[src/rtl/rtc_pkg.sv]
// Package: shared widths, constants and the beat carried along the divider chain.
`default_nettype none
package rtc_pkg;

  localparam int unsigned CHAN_W = 8;
  localparam int unsigned NUM_CHAN = 3;
  localparam int unsigned REM_W = 2 * CHAN_W;
  localparam int unsigned NUM_CELLS = CHAN_W;

  localparam logic [CHAN_W-1:0] FULL_SCALE = 8'd255;

  // Channel slots within the beat
  localparam int unsigned CH_CYAN = 0;
  localparam int unsigned CH_MAGENTA = 1;
  localparam int unsigned CH_YELLOW = 2;

  typedef struct packed {
    logic [CHAN_W-1:0]                 divisor;
    logic [NUM_CHAN-1:0][REM_W-1:0]    rem;
    logic [NUM_CHAN-1:0][CHAN_W-1:0]   quo;
    logic [CHAN_W-1:0]                 key;
  } rtc_beat_t;

endpackage
`default_nettype wire

[src/rtl/rtc_front.sv]
// Front stage: find the peak channel, form key, divisor and scaled numerators.
`default_nettype none
module rtc_front import rtc_pkg::*; (
  input  wire logic              clk,
  input  wire logic              rst,
  input  wire logic              in_valid,
  output logic                   in_ready,
  input  wire logic [CHAN_W-1:0] red,
  input  wire logic [CHAN_W-1:0] green,
  input  wire logic [CHAN_W-1:0] blue,
  output logic                   out_valid,
  input  wire logic              out_ready,
  output rtc_beat_t              out_beat
);

  logic [CHAN_W-1:0] peak;
  logic [NUM_CHAN-1:0][CHAN_W-1:0] chan;
  rtc_beat_t beat_next;

  always_comb begin
    logic [CHAN_W-1:0] diff;
    chan[CH_CYAN]    = red;
    chan[CH_MAGENTA] = green;
    chan[CH_YELLOW]  = blue;
    peak = red;
    if (green > peak) peak = green;
    if (blue > peak) peak = blue;
    // A black pixel divides zero by one, so every quotient comes out zero
    beat_next.divisor = (peak == '0) ? CHAN_W'(1) : peak;
    beat_next.key = FULL_SCALE - peak;
    for (int c = 0; c < NUM_CHAN; c++) begin
      diff = peak - chan[c];
      // diff * 255 as diff * 256 - diff
      beat_next.rem[c] = {diff, {CHAN_W{1'b0}}} - {{CHAN_W{1'b0}}, diff};
      beat_next.quo[c] = '0;
    end
  end

  assign in_ready = !out_valid || out_ready;

  always_ff @(posedge clk) begin
    if (rst) begin
      out_valid <= 1'b0;
    end else if (in_ready) begin
      out_valid <= in_valid;
    end
  end

  always_ff @(posedge clk) begin
    if (in_ready && in_valid) begin
      out_beat <= beat_next;
    end
  end

endmodule
`default_nettype wire

[src/rtl/rtc_cell.sv]
// Divider cell: settle one quotient bit for all three channels.
`default_nettype none
module rtc_cell import rtc_pkg::*; #(
  parameter int unsigned BIT = 0
) (
  input  wire logic      clk,
  input  wire logic      rst,
  input  wire logic      in_valid,
  output logic           in_ready,
  input  wire rtc_beat_t in_beat,
  output logic           out_valid,
  input  wire logic      out_ready,
  output rtc_beat_t      out_beat
);

  logic [REM_W-1:0] shifted;
  rtc_beat_t beat_next;

  assign shifted = {{CHAN_W{1'b0}}, in_beat.divisor} << BIT;

  always_comb begin
    beat_next = in_beat;
    for (int c = 0; c < NUM_CHAN; c++) begin
      if (in_beat.rem[c] >= shifted) begin
        beat_next.rem[c] = in_beat.rem[c] - shifted;
        beat_next.quo[c][BIT] = 1'b1;
      end
    end
  end

  assign in_ready = !out_valid || out_ready;

  always_ff @(posedge clk) begin
    if (rst) begin
      out_valid <= 1'b0;
    end else if (in_ready) begin
      out_valid <= in_valid;
    end
  end

  always_ff @(posedge clk) begin
    if (in_ready && in_valid) begin
      out_beat <= beat_next;
    end
  end

endmodule
`default_nettype wire

[src/rtl/rgb_to_cmyk_pixel.sv]
// Top level: RGB to CMYK pixel converter built as a chain of divider cells.
//
// Usage:
//   Pixel channel (pix_valid/pix_ready, red/green/blue) takes one beat per
//   clock while pix_ready is high. Result channel (cmyk_valid/cmyk_ready,
//   cyan/magenta/yellow/key) gives one beat for every pixel, in order.
//   key = 255 - max(r,g,b); each colour = floor((max - chan) * 255 / max).
//   A black pixel gives cyan, magenta and yellow of 0 and key of 255.
// Structure: one front stage (peak, key, numerators) and eight cells,
//   each settling one quotient bit by a 16-bit compare and subtract per
//   channel.
// Throughput: one pixel per cycle while cmyk_ready is high, set by the one-bit-per-cell chain.
// Stall: each stage holds its beat while the next is full and blocked, and
//   takes a new one as soon as it drains, so bubbles close up; pix_ready
//   drops only when every stage is occupied and the receiver stalls.
// Reset: rst (synchronous, active high) drops every beat in flight.
`default_nettype none
module rgb_to_cmyk_pixel import rtc_pkg::*; (
  input  wire logic              clk,
  input  wire logic              rst,
  input  wire logic              pix_valid,
  output logic                   pix_ready,
  input  wire logic [CHAN_W-1:0] red,
  input  wire logic [CHAN_W-1:0] green,
  input  wire logic [CHAN_W-1:0] blue,
  output logic                   cmyk_valid,
  input  wire logic              cmyk_ready,
  output logic [CHAN_W-1:0]      cyan,
  output logic [CHAN_W-1:0]      magenta,
  output logic [CHAN_W-1:0]      yellow,
  output logic [CHAN_W-1:0]      key
);

  // Link k joins stage k to stage k+1; link 0 leaves the front stage
  logic      link_valid [NUM_CELLS+1];
  logic      link_ready [NUM_CELLS+1];
  rtc_beat_t link_beat  [NUM_CELLS+1];

  rtc_front u_front (
    .clk       (clk),
    .rst       (rst),
    .in_valid  (pix_valid),
    .in_ready  (pix_ready),
    .red       (red),
    .green     (green),
    .blue      (blue),
    .out_valid (link_valid[0]),
    .out_ready (link_ready[0]),
    .out_beat  (link_beat[0])
  );

  // Settle quotient bits from most significant down
  for (genvar k = 0; k < NUM_CELLS; k++) begin : g_cell
    rtc_cell #(
      .BIT (NUM_CELLS - 1 - k)
    ) u_cell (
      .clk       (clk),
      .rst       (rst),
      .in_valid  (link_valid[k]),
      .in_ready  (link_ready[k]),
      .in_beat   (link_beat[k]),
      .out_valid (link_valid[k+1]),
      .out_ready (link_ready[k+1]),
      .out_beat  (link_beat[k+1])
    );
  end

  assign link_ready[NUM_CELLS] = cmyk_ready;
  assign cmyk_valid = link_valid[NUM_CELLS];
  assign cyan       = link_beat[NUM_CELLS].quo[CH_CYAN];
  assign magenta    = link_beat[NUM_CELLS].quo[CH_MAGENTA];
  assign yellow     = link_beat[NUM_CELLS].quo[CH_YELLOW];
  assign key        = link_beat[NUM_CELLS].key;

`ifndef SYNTHESIS
  // The peak channel always divides to zero
  a_one_zero: assert property (@(posedge clk) disable iff (rst)
    cmyk_valid |-> (cyan == '0 || magenta == '0 || yellow == '0))
    else $error("no colour component is zero");

  // Black pixel gives no colour
  a_black: assert property (@(posedge clk) disable iff (rst)
    (cmyk_valid && key == FULL_SCALE) |-> (cyan == '0 && magenta == '0 && yellow == '0))
    else $error("black pixel carries colour");

  // Input may only be refused when the result side is stalled
  a_stall: assert property (@(posedge clk) disable iff (rst)
    !pix_ready |-> (cmyk_valid && !cmyk_ready))
    else $error("pixel refused without output stall");
`endif

endmodule
`default_nettype wire

[config.mk]
export PLATFORM = sky130hd
export DESIGN_NAME = rgb_to_cmyk_pixel
export DESIGN_NICKNAME = d
export VERILOG_FILES = /design/src/rtl/rtc_pkg.sv /design/src/rtl/rtc_front.sv /design/src/rtl/rtc_cell.sv /design/src/rtl/rgb_to_cmyk_pixel.sv
export SDC_FILE = /design/constraint.sdc
export NUM_CORES = 1
export LEC_CHECK = 0
export ABC_AREA = 1
export BUFFER_PORTS_ARGS = -buffer_cell sky130_fd_sc_hd__buf_4
export CAP_MARGIN = 20
export CELL_PAD_IN_SITES_DETAIL_PLACEMENT = 1
export CELL_PAD_IN_SITES_GLOBAL_PLACEMENT = 2
export CORE_AREA = 2 2 273 275
export CTS_CLUSTER_DIAMETER = 120
export DETAILED_ROUTE_END_ITERATION = 10
export DIE_AREA = 0 0 275 277
export PLACE_DENSITY_LB_ADDON = 0.25
export SYNTH_ARGS = -nofsm -noshare
export SYNTH_HDL_FRONTEND = slang
export SYNTH_SLANG_ARGS = --single-unit
[constraint.sdc]
create_clock -name clk -period 14.54 [get_ports clk]
set_input_delay 2.908 -clock clk [delete_from_list [all_inputs] [get_ports clk]]
set_output_delay 2.908 -clock clk [all_outputs]
set_load 0.1 [all_outputs]
-- Word-level counts from Yosys, hierarchy flattened
Cells that the tools add are included.
- add/subtract/negate cells: 28
- $lt $le $gt $ge: 26
- muxes and demuxes: 23
- reductions and logical operators: 28
- operators with widths (cell ; number):
    $mux W16 ; 21
    $ge A16 B10 Y1 ; 3
    $ge A16 B11 Y1 ; 3
    $ge A16 B12 Y1 ; 3
    $ge A16 B13 Y1 ; 3
    $ge A16 B14 Y1 ; 3
    $ge A16 B15 Y1 ; 3
    $ge A16 B8 Y1 ; 3
    $ge A16 B9 Y1 ; 3
    $sub A16 B10 Y16 ; 3
    $sub A16 B11 Y16 ; 3
    $sub A16 B12 Y16 ; 3
    $sub A16 B13 Y16 ; 3
    $sub A16 B14 Y16 ; 3
    $sub A16 B15 Y16 ; 3
    $sub A16 B8 Y16 ; 3
    $sub A16 B9 Y16 ; 3
    $sub A8 B8 Y8 ; 3
    $gt A8 B8 Y1 ; 2
    $mux W8 ; 2
    $logic_and A1 B1 Y1 ; 9
    $logic_not A1 Y1 ; 9
    $logic_or A1 B1 Y1 ; 9
    $logic_not A8 Y1 ; 1
    $sub A8 B8 Y8 const A ; 1
- bits in registers: 637
- input bits: 28
- output and inout port bits: 34
- logic and storage cells: 200

-- Logic depth before layout (Yosys ltp)
Gate-level depths: netlist (run 1).
- word-level depth: 11
- depth in mapped cells: 42
- gate-level depth less buffers: 39

-- Modules after synthesis
Synthesis (run 1) repeated with hierarchy kept, for this count alone.
- cells, all modules: 5109
- area total of the unflattened synthesis: 45408.6 sq um
- modules (own cells, without submodules) (module ; instances ; cells each ; area an instance (sq um) ; sequential area each (sq um)):
    rtc_cell (g_cell[7].u_cell) ; 1 ; 615 ; 5420.2 ; 2662.6
    rtc_cell (g_cell[6].u_cell) ; 1 ; 637 ; 5412.7 ; 2662.6
    rtc_cell (g_cell[4].u_cell) ; 1 ; 590 ; 5161.2 ; 2662.6
    rtc_cell (g_cell[5].u_cell) ; 1 ; 605 ; 5124.9 ; 2662.6
    rtc_cell (g_cell[2].u_cell) ; 1 ; 564 ; 5078.6 ; 2662.6
    rtc_cell (g_cell[3].u_cell) ; 1 ; 548 ; 4987.3 ; 2662.6
    rtc_cell (g_cell[1].u_cell) ; 1 ; 505 ; 4770.8 ; 2662.6
    rtc_cell (g_cell[0].u_cell) ; 1 ; 497 ; 4744.6 ; 2662.6
    rtc_front ; 1 ; 548 ; 4708.3 ; 1941.9

-- Worst setup path before layout (run 1)
Ideal clock, no wire load.
- path kind: input-to-reg
- start: in red[7]
- end: reg u_front.out_beat[60] (netlist bit), data pin
- setup time: 252 ps
- arrival: 7331 ps
- data required time: 14288 ps
- slack: 6957 ps
- cell stages on the path: 34
- path buffers: 3
- path through: inv_1 -> ha_1 -> nand2_1 -> nor2_2 -> nand2_1 -> nand2_2 -> nand2_4 -> buf_6 -> o21ai_0 -> ha_1 -> nand2_1 -> inv_1 -> o21ai_1 -> nand2_1 -> nand2_1 -> nand2_1 -> nand2_2 -> inv_2 -> buf_4 -> buf_2 -> o21ai_0 -> ha_1 -> inv_1 -> fa_1 -> nand3_1 -> nand2_1 -> xnor2_1 -> inv_2 -> nor3_2 -> nand2_2 -> nor2_4 -> nand3_2 -> nand3_1 -> nand2_1
- RTL lines (element ; line ; source):
    start: declaration ; rgb_to_cmyk_pixel.sv:23 ; input wire logic [CHAN_W-1:0] red,
    end signal: assignment ; rtc_front.sv:51 ; out_beat <= beat_next;
    end: declaration ; rtc_front.sv:13 ; output rtc_beat_t out_beat

-- Final worst setup path (run 1)
- start: in cmyk_ready
- end: out pix_ready
- cells in the longest elaborated chain, start to end: 9
- ends and longest elaborated chain (element ; line ; source):
    start: declaration ; rgb_to_cmyk_pixel.sv:27 ; input wire logic cmyk_ready,
    $logic_or A1 B1 Y1 (8 in series) ; rtc_cell.sv:31 ; assign in_ready = !out_valid || out_ready;
    $logic_or A1 B1 Y1 ; rtc_front.sv:39 ; assign in_ready = !out_valid || out_ready;
    end: declaration ; rgb_to_cmyk_pixel.sv:22 ; output logic pix_ready,
Every way passes these cells.

==> key figures, run 1 <==
Drt
  – Vias/cell: 5.15
  – Average wire per standard cell: 18.4 microns
  – DR iter-0 viols: 795
  – DR pass1 iterations: 7
  – Residual DRC: 0
  – ANT nets after route: 0
  – Top sig layer: met4
  – Met2 WL: 43200 microns
  – DR vias: 21900
  – Met3 Wirelength: 1810 microns
  – Aggregate routed wire length: 78300 microns
  – Met1 WL: 29600 microns

Pwr
  – PD cells: 143 nW/um^2
  – Comb pwr share: 21.9%
  – Tot Pwr: 5.35 mW
  – Sequential power share: 44.1%
  – Sw power: 1.57 mW
  – Max VDD drop: 0.0000959 V
  – Pint: 3.78 mW
  – Clk pwr share: 34.0%
  – P_leak: 14.8 nW
  – Sw Ratio: 29.3%

CTS
  – H-Tree Depth: 3
  – Clk root buf: clkbuf_16
  – Clock Latency Late Sink: 0.61 ns
  – Hold-fix buffers, CTS: 0
  – Worst-path clk slew: 0.05 ns
  – Setup bufs post-CTS: 0
  – Num CTS Buffers: 73
  – CTS Sinks: 637
  – Clock Tree Buf Depth: 3
  – Cts repair resizes: 0
  – CTS tree: yes

Layout
  – Post-route cell area: 37500 sq um
  – Finished Core Util: 50.9%
  – Area growth syn-to-layout: 12.0%
  – Antenna fix cells: 0
  – Commonest non-fill, non-tap cell in the layout: edfxtp_1
  – # nets final: 3523
  – Final Non-Filler Cells: 4255
  – Layout cells sized above 1: 9.01%
  – Most frequent cells in the layout: edfxtp_1, nand2_1, inv_1

Timing
  – Min cycle time layout: 7.82 ns
  – Hold slack: 0.413 ns
  – Max-slew violations: 0
  – Min setup slack post-route: 6.72 ns
  – Rel. slew slack: 30.3%
  – Worst-Margin Slew: 1.03 ns
  – Final number of setup-violating endpoints: 0
  – Period utilization: 53.8%
  – RSZ-0062 raised after global routing: no
  – Clock skew: 0.0229 ns
  – Setup TNS: 0 ns
  – Endpoints failing hold: 0
  – Fmax: 128 MHz

Synth
  – Mux cell area share after synthesis: 0%
  – Asr flop ratio synth: 0%
  – Seq cells post-synth: 637
  – Synth Area in Compound Gates: 8.77%
  – Synth Area in XOR/XNOR: 4.61%
  – Syn_area_per_cell: 10.7 sq um
  – Sequential fraction of the synthesis area: 56.9%
  – Distinct cells, synth: 62
  – Most used DFF post-synth: edfxtp_1
  – Post-synth EDFFs: 628
  – Synth Area in Adders: 10.3%
  – Ys Warns: 0
  – Synth Cell Area: 33500 sq um
  – Mapped Cells: 3113
  – Post-Synth Simple-Gate Area: 14.5%
  – Mapped Nets: 3403
  – Largest family of logic cells by synthesized area: simple AND/OR/NAND/NOR gates

Global route
  – Total track usage: 20.7%
  – Vias in the first global route: 23500
  – Initial antenna violation count: 0
  – GRT Residual Overflow: 0
  – Largest net degree at the start of global routing: 68
  – Global-route wire length before repair: 124000 microns

Die
  – Die area: 76200 sq um
  – Core area: 73600 sq um
  – Row count: 100
  – Die width: 275 microns
  – Initial core utilization: 45.5%
  – Ports: 62
  – Die extent in y: 277 microns

Worst setup path
  – Kind of critical path: in -> out
  – Req. time, crit path: 11.63 ns
  – Critical path arrival: 4.91 ns
  – Startpoint types: primary input
  – CP max FO: 4
  – Crit. End Element: primary output

Place
  – Dpl ws: 6.30 ns
  – Placed Area: 35100 sq um
  – Routability Congestion: 0.927
  – Final HPWL DP: 62100 microns
  – Inst Count DP: 4127
  – IO buf count: 61

Status
  – Status: finished clean

Job
  – Max-cap violations: 0

Hold path
  – Hold Path Class: reg -> reg
worst paths after layout:
path	endpoint	slack, ns	startpoint	cells past startpoint
setup / recovery	pix_ready	6.72	cmyk_ready	14
hold / removal	g_cell[4].u_cell.out_beat[3]$_DFFE_PP_	0.41	g_cell[3].u_cell.out_beat[3]$_DFFE_PP_	0
setup reg to reg	g_cell[5].u_cell.out_beat[63]$_DFFE_PP_	11.41	g_cell[4].u_cell.out_beat[80]$_DFFE_PP_	12
hold reg to reg	g_cell[4].u_cell.out_beat[3]$_DFFE_PP_	0.41	g_cell[3].u_cell.out_beat[3]$_DFFE_PP_	0
area by class of cell:
type                            instances  area (sq um)
Clock buffer                           91          1920
Clock inverter                         37           439
Fill cell                            7919         36100
Inverter                              398          1500
Multi-Input combinational cell       2050         12800
Sequential cell                       637         19000
Tap cell                              969          1210
Timing Repair Buffer                   73           548
registers in the layout, summed over array words and instances (netlist names):
register / flops
g_cell.u_cell.out_valid: 8
g_cell.u_cell.out_beat: 564
u_front.out_valid: 1
u_front.out_beat: 64
cells by family after synthesis:
kind of cell             count (synthesis)
AND/OR/NAND/NOR                       1087
buffers and inverters                  426
adder cells (fa/ha/maj)                262
AO/OA/AOI/OAI                          530
flip-flops                             637
XOR/XNOR                               171
cells in the mapped netlist (all sizes together), types with 2 or more instances:
| master | n | area share [%] |
|---|---|---|
| xnor2 | 72 | 1.9 |
| nand4 | 29 | 0.58 |
| nor2 | 261 | 3.2 |
| a311oi | 2 | 0.052 |
| a211o | 3 | 0.079 |
| edfxtp | 628 | 56 |
| ha | 238 | 8.9 |
| a21o | 8 | 0.18 |
| o311ai | 3 | 0.079 |
| o31ai | 5 | 0.13 |
| inv | 397 | 4.5 |
| fa | 24 | 1.4 |
| and3 | 5 | 0.093 |
| nor3b | 4 | 0.090 |
| a21oi | 217 | 3.3 |
| nand3 | 110 | 1.8 |
| o2111ai | 5 | 0.13 |
| nor3 | 57 | 0.98 |
| o211ai | 7 | 0.19 |
| dfxtp | 9 | 0.54 |
| a31oi | 16 | 0.30 |
| o221ai | 4 | 0.10 |
| o21a | 10 | 0.23 |
| a211oi | 9 | 0.20 |
| and2 | 5 | 0.093 |
| a21boi | 3 | 0.067 |
| or2 | 21 | 0.39 |
| xor2 | 99 | 2.7 |
| clkbuf | 6 | 0.067 |
| buf | 22 | 0.40 |
| nor4 | 30 | 0.60 |
| nand2 | 551 | 6.4 |
| a22oi | 3 | 0.067 |
| nand3b | 13 | 0.29 |
| o21ai | 227 | 3.5 |
| o21bai | 5 | 0.11 |
layer usage:
metal  global-route usage, %  vias up
met4                    9.37        0
met2                    41.2      239
met1                    20.9    10500
met5                       0        -
met3                    2.90      153
li1                        -    11100
worst max-delay path, stage by stage:
cell     delay, ns
buf_4         0.11
nor2_1        0.21
inv_1         0.10
nor2_1        0.11
inv_1         0.07
nor2_1        0.11
inv_2         0.06
nor2_2        0.25
nand2_1       0.13
nor2_2        0.14
nand2_2       0.08
nor2_2        0.27
nand2_2       0.10
buf_4         0.25
power groups by stage:
stage                     sequential [mW]  combinational, mW  clock, mW
after CTS                            2.36               1.18       1.87
after global placement               2.39               1.12          0
after floorplan                      2.35              0.887          0
after detailed placement             2.40               1.17          0
final                                2.36               1.17       1.82
after global routing                 2.37               1.33       1.93
Power figures use the tool's default switching activity.
==> run 2, diff against run 1 <==
--- a/config.mk
+++ b/config.mk
@@ -10,10 +10,10 @@
 export CAP_MARGIN = 20
 export CELL_PAD_IN_SITES_DETAIL_PLACEMENT = 1
 export CELL_PAD_IN_SITES_GLOBAL_PLACEMENT = 2
-export CORE_AREA = 2 2 273 275
+export CORE_AREA = 2 2 296 298
 export CTS_CLUSTER_DIAMETER = 120
 export DETAILED_ROUTE_END_ITERATION = 10
-export DIE_AREA = 0 0 275 277
+export DIE_AREA = 0 0 298 300
 export PLACE_DENSITY_LB_ADDON = 0.25
 export SYNTH_ARGS = -nofsm -noshare
 export SYNTH_HDL_FRONTEND = slang
==> constraint.sdc (replaced) <==
create_clock -name clk -period 6.7 [get_ports clk]
set_input_delay 1.34 -clock clk [delete_from_list [all_inputs] [get_ports clk]]
set_output_delay 1.34 -clock clk [all_outputs]
set_load 0.1 [all_outputs]
==> run 2 against run 1 <==
- sequential share of layout area shrank 0.68 points
- clock power grew 130%
- global-route usage shrank 3.4 points
- cell count grew 4.8%
- clock skew grew 0.034 ns
- critical path depth grew 20
- worst setup slack lost 5.7 ns
- sequential power grew 120%
- wire length shrank 0.74%
- utilization shrank 6.9 points
- count of clock-buffer cells in the layout shrank 1
- largest cell class unchanged
- largest power group unchanged
==> key figures, run 2 (synthesized netlist as in run 1, its figures left out) <==
Die
  – Initial core utilization: 38.8% (-6.7 points)
  – Die width: 298 microns (+8.4%)
  – Die extent in y: 300 microns (+8.3%)
  – Ports: 62 (unchanged)
  – Die area: 89400 sq um (+17%)
  – Core area: 86200 sq um (+17%)
  – Row count: 108 (+8.0%)

CTS
  – Hold-fix buffers, CTS: 0 (unchanged)
  – Worst-path clk slew: 0.06 ns (about the same)
  – CTS Sinks: 637 (unchanged)
  – Clk root buf: clkbuf_16
  – Clock Latency Late Sink: 0.64 ns (+0.03 ns)
  – CTS tree: yes
  – Cts repair resizes: 0 (unchanged)
  – Clock Tree Buf Depth: 3 (unchanged)
  – Num CTS Buffers: 76 (+4.1%)
  – Setup bufs post-CTS: 0 (unchanged)
  – H-Tree Depth: 3 (unchanged)

Drt
  – ANT nets after route: 0 (unchanged)
  – DR iter-0 viols: 716 (-9.9%)
  – DR vias: 21900 (-0.096%)
  – Average wire per standard cell: 17.4 microns (-5.3%)
  – DR pass1 iterations: 4 (-3)
  – Aggregate routed wire length: 77700 microns (-0.74%)
  – Vias/cell: 4.91 (-4.6%)
  – Residual DRC: 0 (unchanged)

Layout
  – Area growth syn-to-layout: 13.5%
  – Layout fillers: 9483 (+20%)
  – Most frequent cells in the layout: edfxtp_1, nand2_1, inv_1
  – Antenna fix cells: 0 (unchanged)
  – Final Non-Filler Cells: 4458 (+4.8%)
  – Largest regs: g_cell.u_cell.out_beat x564, u_front.out_beat x64, g_cell.u_cell.out_valid x8
  – # nets final: 3533 (+0.28%)
  – Biggest register: g_cell.u_cell.out_beat
  – Max FFs per register: 564 (unchanged)
  – Layout cells sized above 1: 9.54% (+0.53 points)
  – Commonest non-fill, non-tap cell in the layout: edfxtp_1
  – Post-route cell area: 38000 sq um (+1.4%)

Place
  – Inst Count DP: 4320 (+4.7%)
  – IO buf count: 61 (unchanged)
  – Routability Congestion: 0.856 (-7.7%)
  – Placed Area: 35400 sq um (+0.81%)
  – Final HPWL DP: 61900 microns (-0.29%)

Worst setup path
  – Critical path's most frequent cell: nand2_1
  – Critical path arrival: 6.05 ns (+1.14 ns)
  – Req. time, crit path: 7.09 ns (-4.54 ns)
  – Crit. End Element: register
  – Worst path slowest cell: fa_1
  – Startpoint types: primary input
  – Kind of critical path: in -> reg
  – CP max FO: 20 (+16)
  – Max incr delay on CP: 0.40 ns (+0.13 ns)

Timing
  – Max-slew violations: 0 (unchanged)
  – Final number of setup-violating endpoints: 0 (unchanged)
  – Min cycle time layout: 5.66 ns
  – Endpoints failing hold: 0 (unchanged)
  – Rel. slew slack: 38.6% (+8.3 points)
  – Worst-Margin Slew: 0.921 ns (-0.114 ns)
  – Clock skew: 0.0572 ns (+0.0344 ns)
  – Period utilization: 84.5%
  – RSZ-0062 raised after global routing: no
  – Setup TNS: 0 ns (unchanged)
  – Fmax: 177 MHz

Global route
  – Global-route wire length before repair: 124000 microns (+0.12%)
  – Largest net degree at the start of global routing: 71 (+4.4%)
  – Total track usage: 17.4% (-3.4 points)
  – Vias in the first global route: 23900 (+1.6%)
  – GRT Residual Overflow: 0 (unchanged)
  – Initial antenna violation count: 0 (unchanged)

Pwr
  – Max VDD drop: 0.000197 V (+110%)
  – Tot Pwr: 11.8 mW (+120%)
  – PD cells: 311 nW/um^2 (+120%)
  – P_leak: 14.9 nW (+0.81%)

Job
  – Max-cap violations: 0 (unchanged)

Status
  – Status: finished clean

Hold path
  – Hold Path Class: reg -> reg
run 2: cell types whose count changed in the layout (fill, tap and decap cells not counted), moves of 2 or more:
| cell | change |
|---|---|
| buf_4 | +7 |
| clkinv_16 | +5 |
| clkinvlp_4 | +4 |
| inv_6 | -4 |
| clkbuf_1 | -3 |
| clkinv_2 | +3 |
| clkbuf_16 | +2 |
| clkinv_4 | +2 |
run 2: area by class of cell:
type                            instances  area [sq um]  area share [%]
Sequential cell                       637         19000            50.1
Multi-Input combinational cell       2050         12800            33.8
Clock buffer                           90          1950            5.15
Inverter                              398          1500            3.94
Tap cell                             1155          1450            3.81
Clock inverter                         48           624            1.64
Timing Repair Buffer                   80           601            1.58
run 2: final timing paths:
kind / cells past startpoint / start / slack, ns / end
max: 34 / red[1] / 1.04 / u_front.out_beat[61]$_DFFE_PP_
min: 0 / g_cell[1].u_cell.out_beat[31]$_DFFE_PP_ / 0.42 / g_cell[2].u_cell.out_beat[31]$_DFFE_PP_
max reg2reg: 12 / g_cell[4].u_cell.out_beat[80]$_DFFE_PP_ / 3.55 / g_cell[5].u_cell.out_beat[62]$_DFFE_PP_
min reg2reg: 0 / g_cell[1].u_cell.out_beat[31]$_DFFE_PP_ / 0.42 / g_cell[2].u_cell.out_beat[31]$_DFFE_PP_
run 2: layer usage:
metal / up-vias / routed length [microns] / track usage [%]
met1: 10400 / 30500 / 18.2
met2: 246 / 41500 / 33.7
met3: 171 / 1860 / 2.10
met4: 0 / 3920 / 9.00
met5: - / 0 / 0
li1: 11100 / - / -
run 2: report_power, final:
group          internal [mW]  leakage, nW  switching, mW
Sequential              4.90         5.77          0.220
Clock                   2.47         1.23           1.70
Combinational          0.941         7.94           1.59
run 2: through the flow:
step	worst slack [ns]	utilization (%)	hold slack, ns
final	1.04	44.0	0.415
after CTS	0.982	44.0	0.415
after global placement	0.407	41.1	0.401
after floorplan	0.685	-	0.400
after global routing	0.434	44.0	0.421
after detailed placement	0.323	41.1	0.405
run 2: worst max-delay path, delay by kind of cell:
kind | cells | cell delay, ns
AO/OA/AOI/OAI | 3 | 0.40
AND/OR/NAND/NOR | 21 | 2.22
adder cells (fa/ha/maj) | 4 | 1.19
buffers and inverters | 6 | 0.88
